$ cat src/rtl/core/slcan_pkg.sv
package slcan_pkg;

    localparam int          MAX_DATA_BYTES_DEF = 8;
    localparam int          TIME_W             = 64;
    localparam int          REM_W              = 10;
    localparam int          STAMP_W            = 16;
    // long division in base 2^16: the last quotient digit is the 16-bit stamp
    localparam int          CHUNK_W            = STAMP_W;
    localparam int          DIV_STEPS          = TIME_W / CHUNK_W;
    // each digit is a multiply step, then a remainder step
    localparam int          DIV_CNT_W          = $clog2(2 * DIV_STEPS);
    localparam int          PART_W             = REM_W + CHUNK_W;
    localparam int          RECIP_W            = 27;
    localparam int          RECIP_SHIFT        = 36;
    localparam int          PROD_W             = PART_W + RECIP_W;
    localparam int          DIGIT_CNT_W        = 4;
    localparam int          ADDR_W             = 3;

    localparam logic [31:0]      STD_ID_MAX = 32'h0000_07FF;
    localparam logic [31:0]      EXT_ID_MAX = 32'h1FFF_FFFF;
    localparam logic [REM_W-1:0] US_PER_MS  = REM_W'(1000);
    // ceil(2^36 / 1000); exact quotient for every partial dividend below 1000 * 2^16
    localparam logic [RECIP_W-1:0] US_PER_MS_RECIP = RECIP_W'(68_719_477);

    localparam logic [DIGIT_CNT_W-1:0] STD_ID_DIGITS = DIGIT_CNT_W'(3);
    localparam logic [DIGIT_CNT_W-1:0] EXT_ID_DIGITS = DIGIT_CNT_W'(8);
    localparam logic [DIGIT_CNT_W-1:0] STAMP_DIGITS  = DIGIT_CNT_W'(4);

    localparam logic [7:0] CHAR_STD  = 8'h74;   // 't'
    localparam logic [7:0] CHAR_EXT  = 8'h54;   // 'T'
    localparam logic [7:0] CHAR_ZERO = 8'h30;   // '0'
    localparam logic [7:0] CHAR_CR   = 8'h0D;

    // register index, taken from paddr[ADDR_W-1:2]
    localparam logic [ADDR_W-3:0] REG_TS_ENABLE = '0;

    typedef struct packed {
        logic [31:0]       frame_id;
        logic [7:0]        data_length;
        logic [7:0]        data_byte_0;
        logic [7:0]        data_byte_1;
        logic [7:0]        data_byte_2;
        logic [7:0]        data_byte_3;
        logic [7:0]        data_byte_4;
        logic [7:0]        data_byte_5;
        logic [7:0]        data_byte_6;
        logic [7:0]        data_byte_7;
        logic [TIME_W-1:0] time_us;
    } frame_t;

    typedef struct packed {
        logic [7:0] char_code;
        logic       line_end;
    } chr_t;

    typedef enum logic [7:0] {
        ST_IDLE  = 8'b0000_0001,
        ST_DIV   = 8'b0000_0010,
        ST_HEAD  = 8'b0000_0100,
        ST_ID    = 8'b0000_1000,
        ST_DLC   = 8'b0001_0000,
        ST_DATA  = 8'b0010_0000,
        ST_STAMP = 8'b0100_0000,
        ST_CR    = 8'b1000_0000
    } state_t;

    function automatic logic [7:0] hex_char(input logic [3:0] nib);
        logic [7:0] c;
        if (nib < 4'd10)
        begin
            c = 8'h30 + {4'd0, nib};
        end
        else
        begin
            c = 8'h57 + {4'd0, nib};
        end
        return c;
    endfunction

endpackage

$ cat src/rtl/core/can_frame_to_slcan_ascii_core.sv
// CAN frame to SLCAN text line encoder.
// Input channel (frame_valid/frame_ready/frame): one CAN frame per beat. The
// block takes a frame only when idle; frame_ready stays low while a line is
// in progress. Output channel (chr_valid/chr_ready/chr): one ASCII character
// per beat, line_end set on the closing carriage return.
// A frame with an identifier above 0x1FFFFFFF is dropped in its accept cycle.
// With the timestamp enabled, a reciprocal multiplier shared by all digits
// divides time_us by 1000 as a base-2^16 long division of four digits, each
// a multiply step then a remainder step, before the first character.
// Characters then leave at one per cycle while the receiver takes them. A
// stalled receiver holds the output register and the sequencer waits with
// it; nothing is lost.
// Configuration: APB register 0 (byte address 0), bit 0 = timestamp enable.
// Reset clears the sequencer and output valid, and sets timestamp enable.
module can_frame_to_slcan_ascii_core #(
    parameter int MAX_DATA_BYTES = slcan_pkg::MAX_DATA_BYTES_DEF
) (
    input  logic                          clk,
    input  logic                          rst_n,
    input  logic                          frame_valid,
    output logic                          frame_ready,
    input  slcan_pkg::frame_t             frame,
    output logic                          chr_valid,
    input  logic                          chr_ready,
    output slcan_pkg::chr_t               chr,
    input  logic                          psel,
    input  logic                          penable,
    input  logic                          pwrite,
    input  logic [slcan_pkg::ADDR_W-1:0]  paddr,
    input  logic [31:0]                   pwdata,
    output logic [31:0]                   prdata,
    output logic                          pready
);

    localparam int LEN_W = $clog2(MAX_DATA_BYTES + 1);
    localparam logic [LEN_W-1:0] LEN_MAX = LEN_W'(MAX_DATA_BYTES);

    slcan_pkg::state_t state_reg, state_next;
    logic       ts_en_reg;
    logic       chr_valid_reg, chr_valid_next;
    slcan_pkg::chr_t chr_reg, chr_next;

    logic [31:0]                        id_reg, id_next;
    logic                               std_reg, std_next;
    logic [LEN_W-1:0]                   len_reg, len_next;
    logic                               nib_lo_reg, nib_lo_next;
    logic [63:0]                        data_reg, data_next;
    logic [slcan_pkg::TIME_W-1:0]       dvd_reg, dvd_next;
    logic [slcan_pkg::REM_W-1:0]        rem_reg, rem_next;
    logic [slcan_pkg::PROD_W-1:0]       prod_reg, prod_next;
    logic [slcan_pkg::STAMP_W-1:0]      q_reg, q_next;
    logic [slcan_pkg::DIV_CNT_W-1:0]    div_cnt_reg, div_cnt_next;
    logic [slcan_pkg::DIGIT_CNT_W-1:0]  cnt_reg, cnt_next;

    logic                               adv;
    logic                               cfg_wr;
    logic [slcan_pkg::PART_W-1:0]       part;
    logic [slcan_pkg::STAMP_W-1:0]      q_digit;
    logic [slcan_pkg::PART_W-1:0]       part_rem;
    logic                               frame_std;
    logic [LEN_W-1:0]                   len_sat;

    assign pready      = 1'b1;
    assign cfg_wr      = psel && penable && pwrite
                         && (paddr[slcan_pkg::ADDR_W-1:2] == slcan_pkg::REG_TS_ENABLE);
    assign prdata      = (paddr[slcan_pkg::ADDR_W-1:2] == slcan_pkg::REG_TS_ENABLE)
                         ? {31'd0, ts_en_reg} : 32'd0;

    assign frame_ready = (state_reg == slcan_pkg::ST_IDLE);
    assign chr_valid   = chr_valid_reg;
    assign chr         = chr_reg;
    assign adv         = !chr_valid_reg || chr_ready;

    assign frame_std   = (frame.frame_id <= slcan_pkg::STD_ID_MAX);
    assign len_sat     = (frame.data_length > 8'(MAX_DATA_BYTES))
                         ? LEN_MAX : frame.data_length[LEN_W-1:0];

    // partial dividend: running remainder with the next 16-bit digit of time_us
    assign part     = {rem_reg, dvd_reg[slcan_pkg::TIME_W-1 -: slcan_pkg::CHUNK_W]};
    assign q_digit  = prod_reg[slcan_pkg::RECIP_SHIFT +: slcan_pkg::STAMP_W];
    assign part_rem = part - (slcan_pkg::PART_W'(q_digit)
                              * slcan_pkg::PART_W'(slcan_pkg::US_PER_MS));

    always_comb
    begin
        state_next     = state_reg;
        chr_valid_next = chr_valid_reg;
        chr_next       = chr_reg;
        id_next        = id_reg;
        std_next       = std_reg;
        len_next       = len_reg;
        nib_lo_next    = nib_lo_reg;
        data_next      = data_reg;
        dvd_next       = dvd_reg;
        rem_next       = rem_reg;
        prod_next      = prod_reg;
        q_next         = q_reg;
        div_cnt_next   = div_cnt_reg;
        cnt_next       = cnt_reg;

        if (chr_ready)
        begin
            chr_valid_next = 1'b0;
        end

        unique case (state_reg)
            slcan_pkg::ST_IDLE:
            begin
                if (frame_valid)
                begin
                    std_next     = frame_std;
                    id_next      = frame_std ? {frame.frame_id[11:0], 20'd0} : frame.frame_id;
                    len_next     = len_sat;
                    data_next    = {frame.data_byte_0, frame.data_byte_1,
                                    frame.data_byte_2, frame.data_byte_3,
                                    frame.data_byte_4, frame.data_byte_5,
                                    frame.data_byte_6, frame.data_byte_7};
                    dvd_next     = frame.time_us;
                    rem_next     = '0;
                    q_next       = '0;
                    div_cnt_next = '0;
                    // drop frames with an out-of-range identifier
                    if (frame.frame_id <= slcan_pkg::EXT_ID_MAX)
                    begin
                        state_next = ts_en_reg ? slcan_pkg::ST_DIV : slcan_pkg::ST_HEAD;
                    end
                end
            end
            slcan_pkg::ST_DIV:
            begin
                div_cnt_next = div_cnt_reg + 1'b1;
                if (!div_cnt_reg[0])
                begin
                    prod_next = slcan_pkg::PROD_W'(part)
                                * slcan_pkg::PROD_W'(slcan_pkg::US_PER_MS_RECIP);
                end
                else
                begin
                    // keep the digit, carry the remainder, advance to the next digit
                    rem_next = part_rem[slcan_pkg::REM_W-1:0];
                    q_next   = q_digit;
                    dvd_next = {dvd_reg[slcan_pkg::TIME_W-slcan_pkg::CHUNK_W-1:0],
                                {slcan_pkg::CHUNK_W{1'b0}}};
                end
                if (&div_cnt_reg)
                begin
                    state_next = slcan_pkg::ST_HEAD;
                end
            end
            slcan_pkg::ST_HEAD:
            begin
                if (adv)
                begin
                    chr_valid_next = 1'b1;
                    chr_next       = '{char_code: std_reg ? slcan_pkg::CHAR_STD
                                                          : slcan_pkg::CHAR_EXT,
                                       line_end: 1'b0};
                    cnt_next       = std_reg ? slcan_pkg::STD_ID_DIGITS
                                             : slcan_pkg::EXT_ID_DIGITS;
                    state_next     = slcan_pkg::ST_ID;
                end
            end
            slcan_pkg::ST_ID:
            begin
                if (adv)
                begin
                    chr_valid_next = 1'b1;
                    chr_next       = '{char_code: slcan_pkg::hex_char(id_reg[31:28]),
                                       line_end: 1'b0};
                    id_next        = {id_reg[27:0], 4'd0};
                    cnt_next       = cnt_reg - 1'b1;
                    if (cnt_reg == slcan_pkg::DIGIT_CNT_W'(1))
                    begin
                        state_next = slcan_pkg::ST_DLC;
                    end
                end
            end
            slcan_pkg::ST_DLC:
            begin
                if (adv)
                begin
                    chr_valid_next = 1'b1;
                    chr_next       = '{char_code: slcan_pkg::CHAR_ZERO + 8'(len_reg),
                                       line_end: 1'b0};
                    nib_lo_next    = 1'b0;
                    cnt_next       = slcan_pkg::STAMP_DIGITS;
                    if (len_reg != '0)
                    begin
                        state_next = slcan_pkg::ST_DATA;
                    end
                    else
                    begin
                        state_next = ts_en_reg ? slcan_pkg::ST_STAMP : slcan_pkg::ST_CR;
                    end
                end
            end
            slcan_pkg::ST_DATA:
            begin
                if (adv)
                begin
                    chr_valid_next = 1'b1;
                    chr_next       = '{char_code: slcan_pkg::hex_char(data_reg[63:60]),
                                       line_end: 1'b0};
                    data_next      = {data_reg[59:0], 4'd0};
                    nib_lo_next    = !nib_lo_reg;
                    if (nib_lo_reg)
                    begin
                        len_next = len_reg - 1'b1;
                        if (len_reg == LEN_W'(1))
                        begin
                            state_next = ts_en_reg ? slcan_pkg::ST_STAMP : slcan_pkg::ST_CR;
                        end
                    end
                end
            end
            slcan_pkg::ST_STAMP:
            begin
                if (adv)
                begin
                    chr_valid_next = 1'b1;
                    chr_next       = '{char_code: slcan_pkg::hex_char(
                                                      q_reg[slcan_pkg::STAMP_W-1 -: 4]),
                                       line_end: 1'b0};
                    q_next         = {q_reg[slcan_pkg::STAMP_W-5:0], 4'd0};
                    cnt_next       = cnt_reg - 1'b1;
                    if (cnt_reg == slcan_pkg::DIGIT_CNT_W'(1))
                    begin
                        state_next = slcan_pkg::ST_CR;
                    end
                end
            end
            slcan_pkg::ST_CR:
            begin
                if (adv)
                begin
                    chr_valid_next = 1'b1;
                    chr_next       = '{char_code: slcan_pkg::CHAR_CR, line_end: 1'b1};
                    state_next     = slcan_pkg::ST_IDLE;
                end
            end
            default:
            begin
                state_next = slcan_pkg::ST_IDLE;
            end
        endcase
    end

    always_ff @(posedge clk or negedge rst_n)
    begin
        if (!rst_n)
        begin
            state_reg     <= slcan_pkg::ST_IDLE;
            chr_valid_reg <= 1'b0;
            ts_en_reg     <= 1'b1;
        end
        else
        begin
            state_reg     <= state_next;
            chr_valid_reg <= chr_valid_next;
            if (cfg_wr)
            begin
                ts_en_reg <= pwdata[0];
            end
        end
    end

    always_ff @(posedge clk)
    begin
        chr_reg     <= chr_next;
        id_reg      <= id_next;
        std_reg     <= std_next;
        len_reg     <= len_next;
        nib_lo_reg  <= nib_lo_next;
        data_reg    <= data_next;
        dvd_reg     <= dvd_next;
        rem_reg     <= rem_next;
        prod_reg    <= prod_next;
        q_reg       <= q_next;
        div_cnt_reg <= div_cnt_next;
        cnt_reg     <= cnt_next;
    end

endmodule
$ cat config.mk
export PLATFORM = sky130hd
export DESIGN_NAME = can_frame_to_slcan_ascii_core
export DESIGN_NICKNAME = d
export VERILOG_FILES = /design/src/rtl/core/slcan_pkg.sv /design/src/rtl/core/can_frame_to_slcan_ascii_core.sv
export SDC_FILE = /design/constraint.sdc
export NUM_CORES = 1
export LEC_CHECK = 0
export BUFFER_PORTS_ARGS = -buffer_cell sky130_fd_sc_hd__buf_2
export CORE_ASPECT_RATIO = 0.7
export CORE_MARGIN = 2
export CORE_UTILIZATION = 39
export CTS_BUF_LIST = sky130_fd_sc_hd__clkbuf_8
export CTS_CLUSTER_SIZE = 16
export DETAILED_ROUTE_END_ITERATION = 16
export GPL_ROUTABILITY_DRIVEN = 0
export GPL_TIMING_DRIVEN = 0
export HOLD_SLACK_MARGIN = 0.03
export PLACE_DENSITY = 0.54
export SETUP_SLACK_MARGIN = 0.4
export SKIP_CTS_REPAIR_TIMING = 1
export SYNTH_ARGS = -nofsm -noshare
export SYNTH_HDL_FRONTEND = slang
export SYNTH_SLANG_ARGS = --single-unit
$ cat constraint.sdc
create_clock -name clk -period 9.48 [get_ports clk]
set_clock_uncertainty 0.1 [all_clocks]
set_input_delay 2.844 -clock clk [delete_from_list [all_inputs] [get_ports clk]]
set_output_delay 2.844 -clock clk [all_outputs]
set_load 0.05 [all_outputs]
==> flow_summary.toml, run 1 <==
[layout]
nets = 3027
drive_above_1_share_pct = 12.7
fill_cells = 5249
syn2layout_area_growth_pct = 13.2
fin_area_mm2 = 0.0238

[drt]
routed_wl_um = 53400
top_layer = "met5"
drt_iter0_drc = 792
vias = 14500
drc_errors = 0
wl_met3_um = 3310
drt-pass1-iter-count = 5
m1WireLength_um = 27300
routed-wl-met2_um = 22000
viasPerCell = 4.73
ant_nets = 0
wl_per_cell_um = 17.4

[logic_synthesis]
netlist_instances = 2045
synth_seq_cells = 233
synth_xor_area_share_pct = 1.67
synth.area.mux_share_pct = 0.434
syn_area_per_cell_um2 = 10.3
synth_simple_gate_area_share_pct = 11.6
yosys.area.top_type_share_pct = 31.8
synth-seq-area-share_pct = 33.0
netlist_top_cells_area = "edfxtp_1 32%, fa_1 21%, ha_1 17%, inv_1 7.8%, nand2_1 7.2%"
yosys.area_share.adder_pct = 38.0
synth_flop_cell = "edfxtp_1"
synth_edf_count = 223
synth_compound_area_share_pct = 5.38
synthArstFlopShare_pct = 4.29
synth_commonest_cells = "435 x inv_1, 402 x nand2_1, 294 x ha_1, 223 x edfxtp_1, 216 x fa_1"
synth_top_family_by_area = "adder cells"
yosys_warnings = 0
yosysTopAreaCell = "edfxtp_1"
yosysMostFrequentCell = "inv_1"
synth_cell_type_count = 69
synth_area_mm2 = 0.0210

[critical_path]
cpLargestDelayFamily = "adder cells"
rr_startpoint = "rem_reg[5]"
endpoint_kind = "flop"
worst-path-max-fanout = 7
cp.arrival_ns = 8.35
critical_path_class = "flop to flop"
crit_top_cell = "fa_1"
reg2reg_slack_ns = 1.35
path_buf_inv = 4
reg2regPathDepth = 20
max_stage_delay_ns = 0.91
r2r-end = "prod_reg[49]"
path_cells = "inv_1 > fa_1 > inv_1 > fa_1 > fa_1 > fa_1 > fa_1 > fa_1 > inv_1 > fa_1 > inv_1 > ha_1 > nand2_1 > o31ai_1 > nand3_1 > a311oi_1 > o21ai_1 > a21boi_0 > nor2_1 > o311ai_2"
crit_path_start = "rem_reg[5]"
cp_slowest_cell = "a311oi_1"
path_depth = 20
start_kind = "flop"
worstPathRequired_ns = 9.70
timing.critical_path.to = "prod_reg[49]"

[global_route]
grt_pass1_wl_um = 83600
grt_pass1_vias = 14800
grt_max_degree = 49
grt.total_usage_pct = 19.7
grt_overflow = 0
antenna_found_initial = 3

[sta]
slew-limit-headroom_pct = 22.3
post-route-period-util_pct = 85.7
hold_viol_final = 0
min_period_ns = 8.13
slew_viol_final = 0
rsz0062_at_grt = "false"
worstMarginPinSlew_ns = 1.16
finalSetupViolations = 0
fmax_ghz = 0.123

[flow_run]
max-cap-violations = 0

[status]
status = "completed"

[clock_tree]
root_buffer = "clkbuf_8"
clk_latency_ns = 0.56
cts_inserted_buffers = 38
path_clk_slew_ns = 0.07
htree_levels = 2
cts_sinks = 233
cts_tree = "yes"
clockBufferDepth = 3

[floorplanning]
io_pins = 254
start_util_pct = 39.3
rows = 71
die_h_um = 198
coreArea_mm2 = 0.0535
die_w_um = 282
die_area_mm2 = 0.0558

[place]
post_dp_cell_area_mm2 = 0.0231
port_buffers = 187
dp_hpwl_um = 44100

[worst_hold_path]
worstHoldPathType = "flop to flop"
## area by class of cell
cell class / instances / area (µm²) / share of cell area, %
diodes: 2 / 5.00 / 0.0210
clock inverters: 25 / 135 / 0.567
clock buffers: 40 / 551 / 2.31
well taps: 730 / 913 / 3.84
flip-flops and latches: 233 / 6950 / 29.2
repair buffers: 191 / 1020 / 4.30
plain buffers: 76 / 424 / 1.78
multi-input cells: 1332 / 12200 / 51.2
inverters: 435 / 1630 / 6.86
## metrics by stage
step	TNS [ns]	util (%)	instances	setup WS, ns	hold slack, ns
3_3_place_gp	-78.35	43.0	2993	-1.40	0.392
5_1_grt	0	44.5	3062	0.999	0.425
6_report	0	44.5	3064	1.35	0.405
2_1_floorplan	0	-	2076	0.928	0.384
4_1_cts	0	44.5	3062	1.30	0.403
3_5_place_dp	0	43.2	2997	1.40	0.396
## how the worst min path moves through the flow
stage | to | cells after the start | start
after global placement | id_reg[12] | 2 | id_reg[8]
after CTS | data_reg[56] | 2 | data_reg[52]
after floorplan | dvd_reg[16] | 2 | dvd_reg[0]
after detailed placement | id_reg[12] | 2 | id_reg[8]
final | id_reg[16] | 2 | id_reg[12]
after global routing | data_reg[36] | 2 | data_reg[32]
## cells in the final DEF, fill, tap and decap left out, types with 19 or more instances in the layout
cell type and count:
o21ai_0 42, and2_1 30, clkbuf_8 40, a21o_1 19
conb_1 33, edfxtp_1 223, fa_1 216, buf_2 187
clkbuf_1 37, ha_1 294, nand2_1 402, a21oi_1 59
inv_1 451, buf_4 33, xnor2_1 30, nor2_1 35
## worst reg2reg max path, stage by stage, from the launching register on
cell,delay (ns)
edfxtp_1,0.72
inv_1,0.20
fa_1,0.54
inv_1,0.05
fa_1,0.48
fa_1,0.53
fa_1,0.53
fa_1,0.52
fa_1,0.56
inv_1,0.06
fa_1,0.53
inv_1,0.06
ha_1,0.32
nand2_1,0.08
o31ai_1,0.50
nand3_1,0.15
a311oi_1,0.91
o21ai_1,0.31
a21boi_0,0.36
nor2_1,0.11
o311ai_2,0.29
## routing by layer
layer / up-vias / GRT usage (%)
met3: 57 / 4.39
met4: 2 / 3.51
met5: - / 0
li1: 7027 / -
met2: 329 / 27.3
met1: 7083 / 31.1
## cells by family after synthesis
logic type,Yosys count
xor gates and xnor gates,40
muxes,7
buffers and inverters,511
other,2
adders and majority gates,510
AOI/OAI and AO/OA,180
DFF,233
and+or+nand+nor,562
Power of run 1 is left out: the tool's default activity adds up to more than one toggle a clock period on the data nets, which glitch-free logic cannot reach.
==> run 2: changes to the inputs <==
==> constraint.sdc (replaced) <==
create_clock -name clk -period 8.08 [get_ports clk]
set_clock_uncertainty 0.1 [all_clocks]
set_input_delay 2.424 -clock clk [delete_from_list [all_inputs] [get_ports clk]]
set_output_delay 2.424 -clock clk [all_outputs]
set_load 0.05 [all_outputs]
==> flow_summary.toml, run 2 (same netlist as run 1, synthesis figures left out) <==
[status]
status = "completed"

[critical_path]
worst-path-max-fanout = 8
reg2reg_slack_ns = 0.82
rr_startpoint = "rem_reg[4]"
critical_path_class = "flop to flop"
cp.arrival_ns = 7.50
endpoint_kind = "flop"
r2r-end = "prod_reg[49]"
start_kind = "flop"
reg2regPathDepth = 21
worstPathRequired_ns = 8.31

[clock_tree]
path_clk_slew_ns = 0.06
cts_inserted_buffers = 39
cts_tree = "yes"
clockBufferDepth = 3
htree_levels = 2
cts_sinks = 233
root_buffer = "clkbuf_8"
clk_latency_ns = 0.56

[drt]
viasPerCell = 4.70
wl_per_cell_um = 17.2
drc_errors = 0
ant_nets = 0
vias = 14600
routed_wl_um = 53300
drt_iter0_drc = 961
drt-pass1-iter-count = 7

[floorplanning]
die_h_um = 198
start_util_pct = 39.3
coreArea_mm2 = 0.0535
rows = 71
die_area_mm2 = 0.0558
io_pins = 254
die_w_um = 282

[global_route]
grt_pass1_vias = 14600
grt_max_degree = 40
grt_pass1_wl_um = 83200
grt.total_usage_pct = 19.6
antenna_found_initial = 2
grt_overflow = 0

[place]
dp_hpwl_um = 43800
post_dp_cell_area_mm2 = 0.0231
dp_cells = 2997
port_buffers = 187

[layout]
instances_no_fill = 3102
syn2layout_area_growth_pct = 14.6
layout_commonest_cell = "inv_1"
nets = 3064
drive_above_1_share_pct = 14.2
fin_area_mm2 = 0.0241
final_cell_mix = "450 x inv_1, 402 x nand2_1, 294 x ha_1"

[worst_hold_path]
worstHoldPathType = "flop to flop"
worstHoldPathCells = 2
worstHoldStart = "dvd_reg[2]"
hold-path-endpoint = "dvd_reg[18]"

[sta]
worstMarginPinSlew_ns = 1.07
slew-limit-headroom_pct = 28.1
post-route-period-util_pct = 89.9
rsz0062_at_grt = "false"
finalSetupViolations = 0
slew_viol_final = 0
hold_viol_final = 0
fmax_ghz = 0.138
min_period_ns = 7.26

[flow_run]
max-cap-violations = 0
## run 2: cell types whose count changed in the layout (fill, tap and decap cells not counted), sizes merged
cell	change
buf	+36
diode	+1
clkinvlp	+2
inv	-2
clkbuf	-1
clkinv	+2
## run 2: worst max-delay path by stage
stage                          start            to  slack (ns)  cells after the start
after CTS                 rem_reg[2]  prod_reg[49]       -0.02                     20
after global routing      rem_reg[4]  prod_reg[49]        0.42                     21
final                     rem_reg[4]  prod_reg[49]        0.82                     21
after detailed placement  rem_reg[5]  prod_reg[49]        0.08                     20
after floorplan            chr_ready    len_reg[0]        1.71                      4
after global placement     chr_ready    len_reg[0]        0.06                      5
## run 2: cell type report
cell class	count	area, µm²
antenna	3	7.51
buffer	76	424
clock buffer	39	537
clock inverter	27	154
fill	5273	29400
inverter	435	1630
multi-input combinational	1332	12200
sequential	233	6950
tap	730	913
timing repair buffer	227	1290
## run 2: metal layers
layer  wire [µm]  vias up  part of all wire (%)  global-route usage [%]
li1            -     7113                     -                       -
met1       27800     7100                    52                    31.5
met2       22200      316                    42                    27.5
met3        2950       42                   5.5                    3.74
met4         437        2                  0.82                    2.72
met5          13        -                 0.024                       0
## run 2: worst max-delay path, stage by stage, from the launching register on
cell and delay [ns]:
edfxtp_1 0.33, buf_4 0.18, inv_1 0.08, fa_1 0.54
inv_1 0.05, fa_1 0.47, fa_1 0.48, fa_1 0.51
fa_1 0.52, fa_1 0.55, inv_1 0.05, fa_1 0.55
inv_1 0.05, ha_1 0.37, nand2_1 0.10, o31ai_1 0.48
nand3_1 0.18, a311oi_2 0.59, o21ai_2 0.17, a21boi_0 0.29
nor2_1 0.11, o311ai_2 0.26
## run 2: stage by stage
step | TNS (ns) | hold slack (ns) | utilization (%) | worst slack [ns]
floorplan | 0 | 0.384 | - | 1.71
global placement | 0 | 0.390 | 43.0 | 0.0646
detailed placement | 0 | 0.396 | 43.2 | 0.0780
CTS | -0.0198 | 0.410 | 44.5 | -0.0198
global route | 0 | 0.422 | 45.0 | 0.418
finish | 0 | 0.408 | 45.1 | 0.817
Power of run 2 is left out for the same reason.
